==> src/design/hsvrgb_pkg.sv <==
// Package for the fixed-point HSV to RGB converter.
// Holds the scale constants and the sector codes; no dependencies.
`timescale 1ns / 1ps

package hsvrgb_pkg;

    // Input scale: level and saturation reach full at this step
    localparam int unsigned SCALE_MAX    = 254;
    // Hue steps in one sector of the colour circle
    localparam int unsigned SECTOR_STEPS = 42;
    // Hue byte that enhanced mode folds to zero
    localparam logic [7:0]  HUE_FOLD     = 8'hFF;

    // Sector codes, hue / 42 with the tail of the circle folded into the last
    typedef logic [2:0] sector_t;
    localparam sector_t SECTOR_0    = 3'd0;
    localparam sector_t SECTOR_1    = 3'd1;
    localparam sector_t SECTOR_2    = 3'd2;
    localparam sector_t SECTOR_3    = 3'd3;
    localparam sector_t SECTOR_4    = 3'd4;
    localparam sector_t SECTOR_5    = 3'd5;
    localparam sector_t SECTOR_TAIL = 3'd6;

endpackage

==> src/design/hsvrgb_front.sv <==
// First pipeline stage: hue selection, sector split and table lookups.
// Depends on hsvrgb_pkg.
`timescale 1ns / 1ps

module hsvrgb_front
    import hsvrgb_pkg::*;
#(
    parameter int FRACTION_BITS = 15
)
(
    input  logic                     clk,
    input  logic                     rst_n,
    input  logic                     in_valid,
    output logic                     in_ready,
    input  logic [15:0]              hue_in,
    input  logic                     enhanced,
    input  logic [7:0]               sat_in,
    input  logic [7:0]               level,
    output logic                     out_valid,
    input  logic                     out_ready,
    output logic [FRACTION_BITS:0]   v_val,
    output logic [FRACTION_BITS:0]   s_val,
    output logic [FRACTION_BITS:0]   f_val,
    output sector_t                  sector,
    output logic [7:0]               hue
);

    localparam int          UW  = FRACTION_BITS + 1;
    localparam int unsigned ONE = 1 << FRACTION_BITS;

    logic [UW-1:0] unit_lut [0:255];
    logic [UW-1:0] frac_lut [0:63];

    // Build the 254-step to Q1.FRACTION_BITS table, clamped at full
    for (genvar i = 0; i < 256; i++)
    begin : g_unit
        localparam int unsigned RAW = (i * ONE) / SCALE_MAX;
        assign unit_lut[i] = UW'((RAW > ONE) ? ONE : RAW);
    end

    // Build the in-sector fraction table; codes past the sector width read zero
    for (genvar j = 0; j < 64; j++)
    begin : g_frac
        localparam int unsigned FR = (j < SECTOR_STEPS) ? (j * ONE) / SECTOR_STEPS : 0;
        assign frac_lut[j] = UW'(FR);
    end

    logic [7:0]    hue_sel;
    sector_t       raw_sector;
    sector_t       sector_next;
    logic [7:0]    sector_base;
    logic [7:0]    rem_full;
    logic          en;

    logic          valid_reg;
    logic [UW-1:0] v_reg;
    logic [UW-1:0] s_reg;
    logic [UW-1:0] f_reg;
    sector_t       sector_reg;
    logic [7:0]    hue_reg;

    // Pick the hue byte for the mode in use
    always_comb
    begin
        if (enhanced)
        begin
            hue_sel = (hue_in[15:8] == HUE_FOLD) ? 8'd0 : hue_in[15:8];
        end
        else
        begin
            hue_sel = hue_in[7:0];
        end
    end

    // Split the hue into sector and remainder
    always_comb
    begin
        priority if (hue_sel >= 8'd252)
            raw_sector = SECTOR_TAIL;
        else if (hue_sel >= 8'd210)
            raw_sector = SECTOR_5;
        else if (hue_sel >= 8'd168)
            raw_sector = SECTOR_4;
        else if (hue_sel >= 8'd126)
            raw_sector = SECTOR_3;
        else if (hue_sel >= 8'd84)
            raw_sector = SECTOR_2;
        else if (hue_sel >= 8'd42)
            raw_sector = SECTOR_1;
        else
            raw_sector = SECTOR_0;
    end

    always_comb
    begin
        sector_base = 8'(raw_sector * SECTOR_STEPS);
        rem_full    = hue_sel - sector_base;
        sector_next = (raw_sector == SECTOR_TAIL) ? SECTOR_5 : raw_sector;
    end

    // Advance when the stage is empty or its contents move on
    assign en       = !valid_reg || out_ready;
    assign in_ready = en;

    always_ff @(posedge clk or negedge rst_n)
    begin
        if (!rst_n)
        begin
            valid_reg <= 1'b0;
        end
        else if (en)
        begin
            valid_reg <= in_valid;
        end
    end

    always_ff @(posedge clk)
    begin
        if (en && in_valid)
        begin
            v_reg      <= unit_lut[level];
            s_reg      <= unit_lut[sat_in];
            f_reg      <= frac_lut[rem_full[5:0]];
            sector_reg <= sector_next;
            hue_reg    <= hue_sel;
        end
    end

    assign out_valid = valid_reg;
    assign v_val     = v_reg;
    assign s_val     = s_reg;
    assign f_val     = f_reg;
    assign sector    = sector_reg;
    assign hue       = hue_reg;

endmodule

==> src/design/hsvrgb_terms.sv <==
// Two multiplier stages that form the p, q and t terms.
// Depends on hsvrgb_pkg.
`timescale 1ns / 1ps

module hsvrgb_terms
    import hsvrgb_pkg::*;
#(
    parameter int FRACTION_BITS = 15
)
(
    input  logic                     clk,
    input  logic                     rst_n,
    input  logic                     in_valid,
    output logic                     in_ready,
    input  logic [FRACTION_BITS:0]   v_val,
    input  logic [FRACTION_BITS:0]   s_val,
    input  logic [FRACTION_BITS:0]   f_val,
    input  sector_t                  sector,
    input  logic [7:0]               hue,
    output logic                     out_valid,
    input  logic                     out_ready,
    output logic [FRACTION_BITS:0]   v_term,
    output logic [FRACTION_BITS:0]   p_term,
    output logic [FRACTION_BITS:0]   q_term,
    output logic [FRACTION_BITS:0]   t_term,
    output sector_t                  sector_out,
    output logic [7:0]               hue_out
);

    localparam int          UW  = FRACTION_BITS + 1;
    localparam logic [UW-1:0] ONE = UW'(1) << FRACTION_BITS;

    logic            en_a;
    logic            en_b;
    logic [2*UW-1:0] sf_prod;
    logic [2*UW-1:0] sg_prod;
    logic [2*UW-1:0] p_prod;
    logic [2*UW-1:0] q_prod;
    logic [2*UW-1:0] t_prod;

    logic            valid_a_reg;
    logic [UW-1:0]   sf_a_reg;
    logic [UW-1:0]   sg_a_reg;
    logic [UW-1:0]   p_a_reg;
    logic [UW-1:0]   v_a_reg;
    sector_t         sector_a_reg;
    logic [7:0]      hue_a_reg;

    logic            valid_b_reg;
    logic [UW-1:0]   q_b_reg;
    logic [UW-1:0]   t_b_reg;
    logic [UW-1:0]   p_b_reg;
    logic [UW-1:0]   v_b_reg;
    sector_t         sector_b_reg;
    logic [7:0]      hue_b_reg;

    // Stage A: S*F, S*(1-F) and V*(1-S)
    always_comb
    begin
        sf_prod = (2*UW)'(s_val) * (2*UW)'(f_val);
        sg_prod = (2*UW)'(s_val) * (2*UW)'(ONE - f_val);
        p_prod  = (2*UW)'(v_val) * (2*UW)'(ONE - s_val);
    end

    // Stage B: V*(1-S*F) and V*(1-S*(1-F))
    always_comb
    begin
        q_prod = (2*UW)'(v_a_reg) * (2*UW)'(ONE - sf_a_reg);
        t_prod = (2*UW)'(v_a_reg) * (2*UW)'(ONE - sg_a_reg);
    end

    // Hold each stage while its successor is full and stalled
    assign en_b     = !valid_b_reg || out_ready;
    assign en_a     = !valid_a_reg || en_b;
    assign in_ready = en_a;

    always_ff @(posedge clk or negedge rst_n)
    begin
        if (!rst_n)
        begin
            valid_a_reg <= 1'b0;
            valid_b_reg <= 1'b0;
        end
        else
        begin
            if (en_a)
            begin
                valid_a_reg <= in_valid;
            end
            if (en_b)
            begin
                valid_b_reg <= valid_a_reg;
            end
        end
    end

    always_ff @(posedge clk)
    begin
        if (en_a && in_valid)
        begin
            sf_a_reg     <= UW'(sf_prod >> FRACTION_BITS);
            sg_a_reg     <= UW'(sg_prod >> FRACTION_BITS);
            p_a_reg      <= UW'(p_prod >> FRACTION_BITS);
            v_a_reg      <= v_val;
            sector_a_reg <= sector;
            hue_a_reg    <= hue;
        end
        if (en_b && valid_a_reg)
        begin
            q_b_reg      <= UW'(q_prod >> FRACTION_BITS);
            t_b_reg      <= UW'(t_prod >> FRACTION_BITS);
            p_b_reg      <= p_a_reg;
            v_b_reg      <= v_a_reg;
            sector_b_reg <= sector_a_reg;
            hue_b_reg    <= hue_a_reg;
        end
    end

    assign out_valid  = valid_b_reg;
    assign v_term     = v_b_reg;
    assign p_term     = p_b_reg;
    assign q_term     = q_b_reg;
    assign t_term     = t_b_reg;
    assign sector_out = sector_b_reg;
    assign hue_out    = hue_b_reg;

endmodule

==> src/design/hsv_to_rgb_fixed_unit.sv <==
// Top level of the fixed-point HSV to RGB converter: stream ports and output stage.
// Depends on hsvrgb_pkg, hsvrgb_front and hsvrgb_terms.
//
//  Channel   Direction  Payload
//  s_axis    in         tdata: hue_in, sat_in, level; tuser: enhanced
//  m_axis    out        tdata: red_out, green_out, blue_out, derived_hue
//
// One transfer is taken per cycle while m_axis is not stalled; a result passes the
// lookup stage, two multiplier stages and the channel select register in turn.
// Each stage holds only while the stage after it is full and stalled, so a
// stall on m_axis backs up through the stages without dropping or repeating.
// Reset clears the valid bits only; there is no state across items.
`timescale 1ns / 1ps

module hsv_to_rgb_fixed_unit
    import hsvrgb_pkg::*;
#(
    parameter int FRACTION_BITS = 15
)
(
    input  logic        clk,
    input  logic        rst_n,
    input  logic        s_axis_tvalid,
    output logic        s_axis_tready,
    input  logic [31:0] s_axis_tdata,   // [15:0] hue_in, [23:16] sat_in, [31:24] level
    input  logic        s_axis_tuser,   // [0] enhanced
    output logic        m_axis_tvalid,
    input  logic        m_axis_tready,
    output logic [55:0] m_axis_tdata    // [15:0] red_out, [31:16] green_out,
                                        // [47:32] blue_out, [55:48] derived_hue
);

    localparam int UW = FRACTION_BITS + 1;

    logic          front_valid;
    logic          front_ready;
    logic [UW-1:0] front_v;
    logic [UW-1:0] front_s;
    logic [UW-1:0] front_f;
    sector_t       front_sector;
    logic [7:0]    front_hue;

    logic          terms_valid;
    logic          terms_ready;
    logic [UW-1:0] v_term;
    logic [UW-1:0] p_term;
    logic [UW-1:0] q_term;
    logic [UW-1:0] t_term;
    sector_t       terms_sector;
    logic [7:0]    terms_hue;

    logic [UW-1:0] red_sel;
    logic [UW-1:0] green_sel;
    logic [UW-1:0] blue_sel;

    logic          out_valid_reg;
    logic [15:0]   red_reg;
    logic [15:0]   green_reg;
    logic [15:0]   blue_reg;
    logic [7:0]    hue_reg;

    hsvrgb_front #(
        .FRACTION_BITS (FRACTION_BITS)
    ) u_front (
        .clk       (clk),
        .rst_n     (rst_n),
        .in_valid  (s_axis_tvalid),
        .in_ready  (s_axis_tready),
        .hue_in    (s_axis_tdata[15:0]),
        .enhanced  (s_axis_tuser),
        .sat_in    (s_axis_tdata[23:16]),
        .level     (s_axis_tdata[31:24]),
        .out_valid (front_valid),
        .out_ready (front_ready),
        .v_val     (front_v),
        .s_val     (front_s),
        .f_val     (front_f),
        .sector    (front_sector),
        .hue       (front_hue)
    );

    hsvrgb_terms #(
        .FRACTION_BITS (FRACTION_BITS)
    ) u_terms (
        .clk        (clk),
        .rst_n      (rst_n),
        .in_valid   (front_valid),
        .in_ready   (front_ready),
        .v_val      (front_v),
        .s_val      (front_s),
        .f_val      (front_f),
        .sector     (front_sector),
        .hue        (front_hue),
        .out_valid  (terms_valid),
        .out_ready  (terms_ready),
        .v_term     (v_term),
        .p_term     (p_term),
        .q_term     (q_term),
        .t_term     (t_term),
        .sector_out (terms_sector),
        .hue_out    (terms_hue)
    );

    // Route the terms to the channels by sector
    always_comb
    begin
        unique case (terms_sector)
            SECTOR_0:
            begin
                red_sel = v_term; green_sel = t_term; blue_sel = p_term;
            end
            SECTOR_1:
            begin
                red_sel = q_term; green_sel = v_term; blue_sel = p_term;
            end
            SECTOR_2:
            begin
                red_sel = p_term; green_sel = v_term; blue_sel = t_term;
            end
            SECTOR_3:
            begin
                red_sel = p_term; green_sel = q_term; blue_sel = v_term;
            end
            SECTOR_4:
            begin
                red_sel = t_term; green_sel = p_term; blue_sel = v_term;
            end
            default:
            begin
                red_sel = v_term; green_sel = p_term; blue_sel = q_term;
            end
        endcase
    end

    // Output register: take a new result whenever the held one is gone
    assign terms_ready = !out_valid_reg || m_axis_tready;

    always_ff @(posedge clk or negedge rst_n)
    begin
        if (!rst_n)
        begin
            out_valid_reg <= 1'b0;
        end
        else if (terms_ready)
        begin
            out_valid_reg <= terms_valid;
        end
    end

    always_ff @(posedge clk)
    begin
        if (terms_ready && terms_valid)
        begin
            red_reg   <= 16'(red_sel);
            green_reg <= 16'(green_sel);
            blue_reg  <= 16'(blue_sel);
            hue_reg   <= terms_hue;
        end
    end

    assign m_axis_tvalid = out_valid_reg;
    assign m_axis_tdata  = {hue_reg, blue_reg, green_reg, red_reg};

endmodule
==> config.mk <==
export PLATFORM = sky130hd
export DESIGN_NAME = hsv_to_rgb_fixed_unit
export DESIGN_NICKNAME = d
export VERILOG_FILES = /design/src/design/hsvrgb_pkg.sv /design/src/design/hsvrgb_front.sv /design/src/design/hsvrgb_terms.sv /design/src/design/hsv_to_rgb_fixed_unit.sv
export SDC_FILE = /design/constraint.sdc
export NUM_CORES = 2
export LEC_CHECK = 0
export BUFFER_PORTS_ARGS = -buffer_cell sky130_fd_sc_hd__buf_2
export CORE_ASPECT_RATIO = 1.25
export CORE_UTILIZATION = 60
export CTS_CLUSTER_DIAMETER = 40
export DETAILED_ROUTE_END_ITERATION = 7
export PLACE_DENSITY = 0.91
export SLEW_MARGIN = 20
export SYNTH_ARGS = -nofsm -noshare
export SYNTH_HDL_FRONTEND = slang
export SYNTH_SLANG_ARGS = --single-unit
==> constraint.sdc <==
create_clock -name clk -period 7.24 [get_ports clk]
set_input_delay 0.362 -clock clk [delete_from_list [all_inputs] [get_ports clk]]
set_output_delay 0.362 -clock clk [all_outputs]
set_load 0.05 [all_outputs]
==> flow_results.xml, run 1 <==
<?xml version="1.0" encoding="UTF-8"?>
<metrics>
  <group name="die">
    <metric name="die_width" unit="um">261</metric>
    <metric name="initial_core_util" unit="%">60.7</metric>
    <metric name="die_y" unit="um">326</metric>
    <metric name="placement_rows" unit="">118</metric>
    <metric name="boundaryPins" unit="">95</metric>
  </group>
  <group name="cts">
    <metric name="clock_tree.root_cell" unit="">clkbuf_16</metric>
    <metric name="cts_max_level" unit="">2</metric>
    <metric name="numCtsBuffers" unit="">37</metric>
    <metric name="cts-root-to-sink-buffers" unit="">3</metric>
    <metric name="tritoncts_num_sinks" unit="">232</metric>
  </group>
  <group name="place">
    <metric name="gp_routability_congestion" unit="">0.956</metric>
    <metric name="port_buffers" unit="">94</metric>
    <metric name="dp_hpwl" unit="mm">109</metric>
  </group>
  <group name="synth">
    <metric name="syn_avg_cell_area" unit="um^2">9.74</metric>
    <metric name="yosys.area.top_type_share" unit="%">44.2</metric>
    <metric name="syn_inst" unit="">5166</metric>
    <metric name="yosysWarningCount" unit="">0</metric>
    <metric name="yosysTopAreaCell" unit="">fa_1</metric>
    <metric name="number_of_enable_type_register_cells_in_the_synthesized_netlist" unit="">228</metric>
    <metric name="total_nets_after_synthesis" unit="">6718</metric>
    <metric name="distinct_cell_type_count_of_the_synthesized_netlist" unit="">77</metric>
    <metric name="ys_dominant_reg_cell" unit="">edfxtp_1</metric>
    <metric name="synth_async_sr_flop_share" unit="%">1.72</metric>
    <metric name="synth.top_cells.by_area" unit="">fa_1, edfxtp_1, inv_1</metric>
    <metric name="post_synthesis_register_bit_count" unit="">232</metric>
    <metric name="synthesis.area" unit="mm^2">0.0503</metric>
    <metric name="ys_seq_area_share" unit="%">13.8</metric>
  </group>
  <group name="global_route">
    <metric name="grt_start_max_net_pins" unit="">84</metric>
    <metric name="grt_usage" unit="%">54.0</metric>
    <metric name="number_of_antenna_violations_at_the_first_check_in_global_routing" unit="">26</metric>
    <metric name="grt_overflow" unit="">15</metric>
  </group>
  <group name="sta">
    <metric name="endpoint_type" unit="">register input</metric>
    <metric name="globalroute.repair_timing.worst_endpoint" unit="">u_terms.p_a_reg[15]$_DFFE_PP_/D</metric>
  </group>
  <group name="status">
    <metric name="status" unit="">stopped before the end</metric>
    <metric name="tool.error" unit="">[ERROR GRT-0232] Routing congestion too high. Check the congestion heatmap in the GUI.</metric>
    <metric name="stage_reached" unit="">global routing</metric>
  </group>
</metrics>
[metrics by stage]
step / setup WS, ns / setup TNS (ns) / utilization (%) / instances / area, um^2
after floorplan: 0.00937 / 0 / - / 5166 / 50300
after global placement: -0.291 / -1.44 / 65.4 / 6549 / 54300
after detailed placement: -0.445 / -5.72 / 65.4 / 6549 / 54300
after CTS: -0.229 / -1.47 / 67.9 / 6657 / 56300
[cell families after synthesis]
kind of cell / count (synthesis) / synth area share, %
compound gates: 403 / 5.04
xor+xnor: 170 / 3.01
fa+ha+maj: 1515 / 54.2
simple gates: 1073 / 10.3
mux: 23 / 0.542
flops: 232 / 13.8
buf+inv: 1750 / 13.1
[synthesized netlist by cell type, drive strengths merged, types with 8 or more instances]
master,instances
inv,1619
nand3,30
ha,404
mux2,14
a22o,8
o211ai,29
o21ai,76
buf,15
a21o,24
and3,13
or2,8
a21oi,144
nor2,135
a22oi,14
nand2,486
or3,8
fa,1111
o21a,18
edfxtp,228
nor2b,29
nand4,14
xor2,42
a31oi,20
clkbuf,115
nor4,8
and2,268
nor3,32
xnor2,128
nand2b,29
a211oi,14
[what timing repair did]
item | 4_1_cts
endpoints found under the hold margin | 4
setup endpoints to repair | 33
hold buffers | 1
pin swaps | 76
resized for setup | 132
buffers inserted | 42
[layer usage]
metal	GRT usage (%)	overflow
met5	22.8	0
met3	41.1	5
met4	50.8	4
met1	52.4	0
met2	69.8	6
==> run 2, diff against run 1 <==
--- a/config.mk
+++ b/config.mk
@@ -6,11 +6,9 @@
 export NUM_CORES = 2
 export LEC_CHECK = 0
 export BUFFER_PORTS_ARGS = -buffer_cell sky130_fd_sc_hd__buf_2
-export CORE_ASPECT_RATIO = 1.25
-export CORE_UTILIZATION = 60
-export CTS_CLUSTER_DIAMETER = 40
+export CORE_UTILIZATION = 40
 export DETAILED_ROUTE_END_ITERATION = 7
-export PLACE_DENSITY = 0.91
+export PLACE_DENSITY_LB_ADDON = 0.15
 export SLEW_MARGIN = 20
 export SYNTH_ARGS = -nofsm -noshare
 export SYNTH_HDL_FRONTEND = slang
==> constraint.sdc (replaced) <==
create_clock -name clk -period 9.4 [get_ports clk]
set_input_delay 0.47 -clock clk [delete_from_list [all_inputs] [get_ports clk]]
set_output_delay 0.47 -clock clk [all_outputs]
set_load 0.05 [all_outputs]
==> run 2 against run 1 <==
Against the previous run:
- the run now ends clean
- synthesized cell count unchanged
- area after synthesis unchanged
==> flow_results.xml, run 2 <==
<?xml version="1.0" encoding="UTF-8"?>
<metrics>
  <group name="global_route">
    <metric name="number_of_antenna_violations_at_the_first_check_in_global_routing" unit="">5</metric>
    <metric name="grt_overflow" unit="">0</metric>
    <metric name="grt_usage" unit="%">21.1</metric>
    <metric name="grt_pass1_wl" unit="mm">207</metric>
    <metric name="grt_start_max_net_pins" unit="">85</metric>
    <metric name="vias_in_the_first_global_route" unit="">37000</metric>
  </group>
  <group name="cts">
    <metric name="clock_pin_slew_of_the_registers_on_the_worst_case_setup_and_hold_paths" unit="ns">0.07</metric>
    <metric name="cts_tree" unit="">done</metric>
    <metric name="worst_skew_pair.late_latency" unit="ns">0.61</metric>
    <metric name="numCtsBuffers" unit="">28</metric>
    <metric name="clock_tree.root_cell" unit="">clkbuf_16</metric>
    <metric name="cts_max_level" unit="">1</metric>
    <metric name="ctsHoldBuffers" unit="">1</metric>
    <metric name="cts_resized" unit="">0</metric>
    <metric name="tritoncts_num_sinks" unit="">232</metric>
    <metric name="cts-root-to-sink-buffers" unit="">3</metric>
    <metric name="cts_setup_buffers" unit="">0</metric>
  </group>
  <group name="drt">
    <metric name="detail_route.vias_per_cell" unit="">4.80</metric>
    <metric name="drt_pass1_iterations" unit="">6</metric>
    <metric name="drt_drc_violations_left" unit="">0</metric>
    <metric name="route.antenna.remaining_nets" unit="">0</metric>
    <metric name="detail_route.wirelength" unit="mm">128</metric>
    <metric name="via_count" unit="">33100</metric>
    <metric name="drt_iter0_drc" unit="">1770</metric>
    <metric name="drt-wirelength-per-cell" unit="um">18.5</metric>
  </group>
  <group name="layout">
    <metric name="mostFrequentLayoutCell" unit="">inv_1</metric>
    <metric name="fin_util" unit="%">43.3</metric>
    <metric name="num_antenna_cells" unit="">0</metric>
    <metric name="fin_nets" unit="">6785</metric>
    <metric name="layoutNonFillerInstCount" unit="">6889</metric>
    <metric name="mostFrequentLayoutCells" unit="">inv_1, fa_1, nand2_1, ha_1, and2_1</metric>
    <metric name="layout-drive-gt1-share" unit="%">5.03</metric>
    <metric name="area_growth" unit="%">7.02</metric>
    <metric name="multi_input_gate_area_in_the_final_layout" unit="mm^2">0.0368</metric>
    <metric name="register_area" unit="mm^2">0.00695</metric>
    <metric name="fill_cells" unit="">12300</metric>
  </group>
  <group name="critical_path">
    <metric name="timing.reg2reg.setup_slack" unit="ns">1.09</metric>
    <metric name="worst-setup-path-type" unit="">reg -&gt; reg</metric>
    <metric name="worst_r2r_startpoint" unit="">u_front.s_val[8]</metric>
    <metric name="reg2reg_to" unit="">u_terms.p_a_reg[15]</metric>
    <metric name="ff_to_ff_path_depth" unit="">26</metric>
    <metric name="critPathRequiredTime" unit="ns">9.75</metric>
    <metric name="cp-start-kind" unit="">flop</metric>
    <metric name="crit_fanout" unit="">9</metric>
    <metric name="worst_ep_arrival_time" unit="ns">8.66</metric>
    <metric name="worst_setup_path_end_kind" unit="">flop</metric>
  </group>
  <group name="sta">
    <metric name="min_period" unit="ns">8.31</metric>
    <metric name="max-slew-margin-rel" unit="%">20.7</metric>
    <metric name="report.final.hold_viol_count" unit="">0</metric>
    <metric name="fin_worst_skew" unit="ns">0.0188</metric>
    <metric name="fmax" unit="MHz">120</metric>
    <metric name="rsz_0062_raised_after_global_routing" unit="">no</metric>
    <metric name="final_min_period_over_clock_period" unit="%">88.4</metric>
    <metric name="worstMarginPinSlew" unit="ns">1.18</metric>
    <metric name="setup-violations-final" unit="">0</metric>
    <metric name="final.setup.tns" unit="ns">0</metric>
    <metric name="finalMaxSlewViolations" unit="">0</metric>
  </group>
  <group name="synth">
    <metric name="yosysTopAreaCell" unit="">fa_1</metric>
    <metric name="yosysWarningCount" unit="">0</metric>
    <metric name="ys_seq_area_share" unit="%">13.8</metric>
    <metric name="distinct_cell_type_count_of_the_synthesized_netlist" unit="">77</metric>
    <metric name="synth.top_cells.by_area" unit="">fa_1, edfxtp_1, inv_1</metric>
    <metric name="number_of_enable_type_register_cells_in_the_synthesized_netlist" unit="">228</metric>
    <metric name="synth_async_sr_flop_share" unit="%">1.72</metric>
    <metric name="synthesis.area" unit="mm^2">0.0503</metric>
    <metric name="yosys.area.top_type_share" unit="%">44.2</metric>
    <metric name="synth.top_cells.by_count" unit="">inv_1, fa_1, nand2_1</metric>
    <metric name="syn_avg_cell_area" unit="um^2">9.74</metric>
    <metric name="syn_inst" unit="">5166</metric>
    <metric name="post_synthesis_register_bit_count" unit="">232</metric>
    <metric name="total_nets_after_synthesis" unit="">6718</metric>
    <metric name="synth.most_common_cell" unit="">inv_1</metric>
    <metric name="ys_dominant_reg_cell" unit="">edfxtp_1</metric>
  </group>
  <group name="die">
    <metric name="core-area" unit="mm^2">0.124</metric>
    <metric name="die_area" unit="mm^2">0.127</metric>
    <metric name="initial_core_util" unit="%">40.5</metric>
    <metric name="die_width" unit="um">357</metric>
    <metric name="placement_rows" unit="">129</metric>
    <metric name="die_y" unit="um">357</metric>
    <metric name="boundaryPins" unit="">95</metric>
  </group>
  <group name="hold_path">
    <metric name="hold_path_class" unit="">in -&gt; reg</metric>
    <metric name="holdPathEnd" unit="">u_front.out_valid</metric>
    <metric name="min_delay_path_depth" unit="">2</metric>
    <metric name="min-delay-start" unit="">s_axis_tvalid</metric>
  </group>
  <group name="place">
    <metric name="place_inst" unit="">6839</metric>
    <metric name="dp_hpwl" unit="mm">107</metric>
    <metric name="gp_routability_congestion" unit="">0.846</metric>
    <metric name="port_buffers" unit="">94</metric>
  </group>
  <group name="run">
    <metric name="drv.max_cap_violation_count" unit="">0</metric>
  </group>
  <group name="status">
    <metric name="status" unit="">finished clean</metric>
  </group>
</metrics>
==> run 2: cell counts after synthesis <==
Identical to the previous run, type by type.
==> run 2: how the worst max path moves through the flow <==
stage          slack, ns                 from                   to
6_report            1.09     u_front.s_val[8]  u_terms.p_a_reg[15]
3_5_place_dp        1.15  u_terms.sf_a_reg[2]   u_terms.q_term[14]
4_1_cts             1.14  u_terms.sf_a_reg[2]   u_terms.q_term[14]
2_1_floorplan       2.15     u_front.s_val[9]  u_terms.p_a_reg[15]
5_1_grt             0.66  u_terms.sf_a_reg[5]   u_terms.q_term[14]
3_3_place_gp        1.28  u_terms.sf_a_reg[2]   u_terms.q_term[14]
==> run 2: layer usage <==
layer,global-route usage (%),up-vias,wire [um]
li1,-,15400,-
met1,29.2,17000,58200
met2,36.8,620,63100
met3,1.75,98,4760
met4,2.87,0,1710
met5,0,-,0
==> run 2: area by class of cell <==
class	count	area share (%)
repair buffers	167	1.90
well taps	1637	3.80
flip-flops and latches	232	12.9
inverters	1620	11.3
clock inverters	20	0.414
clock buffers	29	1.31
multi-input cells	3184	68.4
==> run 2: kinds of logic (layout without fill, tap and decap cells) <==
family	count (synthesis)	count (layout)	synth area share, %
adders and majority gates	1515	1515	54.2
xor gates and xnor gates	170	170	3.01
DFF	232	232	13.8
muxes	23	23	0.542
buffers and inverters	1750	1836	13.1
and+or+nand+nor	1073	1073	10.3
AOI/OAI and AO/OA	403	403	5.04
==> run 2: metrics by stage <==
stage	setup slack [ns]	hold WS, ns	cell area, um^2
4_1_cts	1.14	0.0441	53800
6_report	1.09	0.0761	53900
2_1_floorplan	2.15	0.174	50300
3_3_place_gp	1.28	0.282	52900
3_5_place_dp	1.15	0.282	52900
5_1_grt	0.657	0.0652	53900
==> run 2: critical path, stage by stage (launching register included) <==
cell and delay, ns:
edfxtp_1 0.38, inv_1 0.20, ha_1 0.28, nand2_1 0.10, or4_1 0.43, nor3_1 0.21, nor2_1 0.30, and2_1 0.31
fa_1 0.52, inv_1 0.06, fa_1 0.52, inv_1 0.06, fa_1 0.49, fa_1 0.49, fa_1 0.53, inv_1 0.05
fa_1 0.47, inv_1 0.04, ha_1 0.28, a2111o_1 0.40, a31oi_1 0.18, o21ai_0 0.31, a21oi_1 0.49, o211ai_1 0.24
a211oi_1 0.41, o21bai_1 0.14, xnor2_1 0.16
Power of run 2 is not shown: default switching activity piles up to over one toggle a cycle in this logic, so the estimate is an artifact.
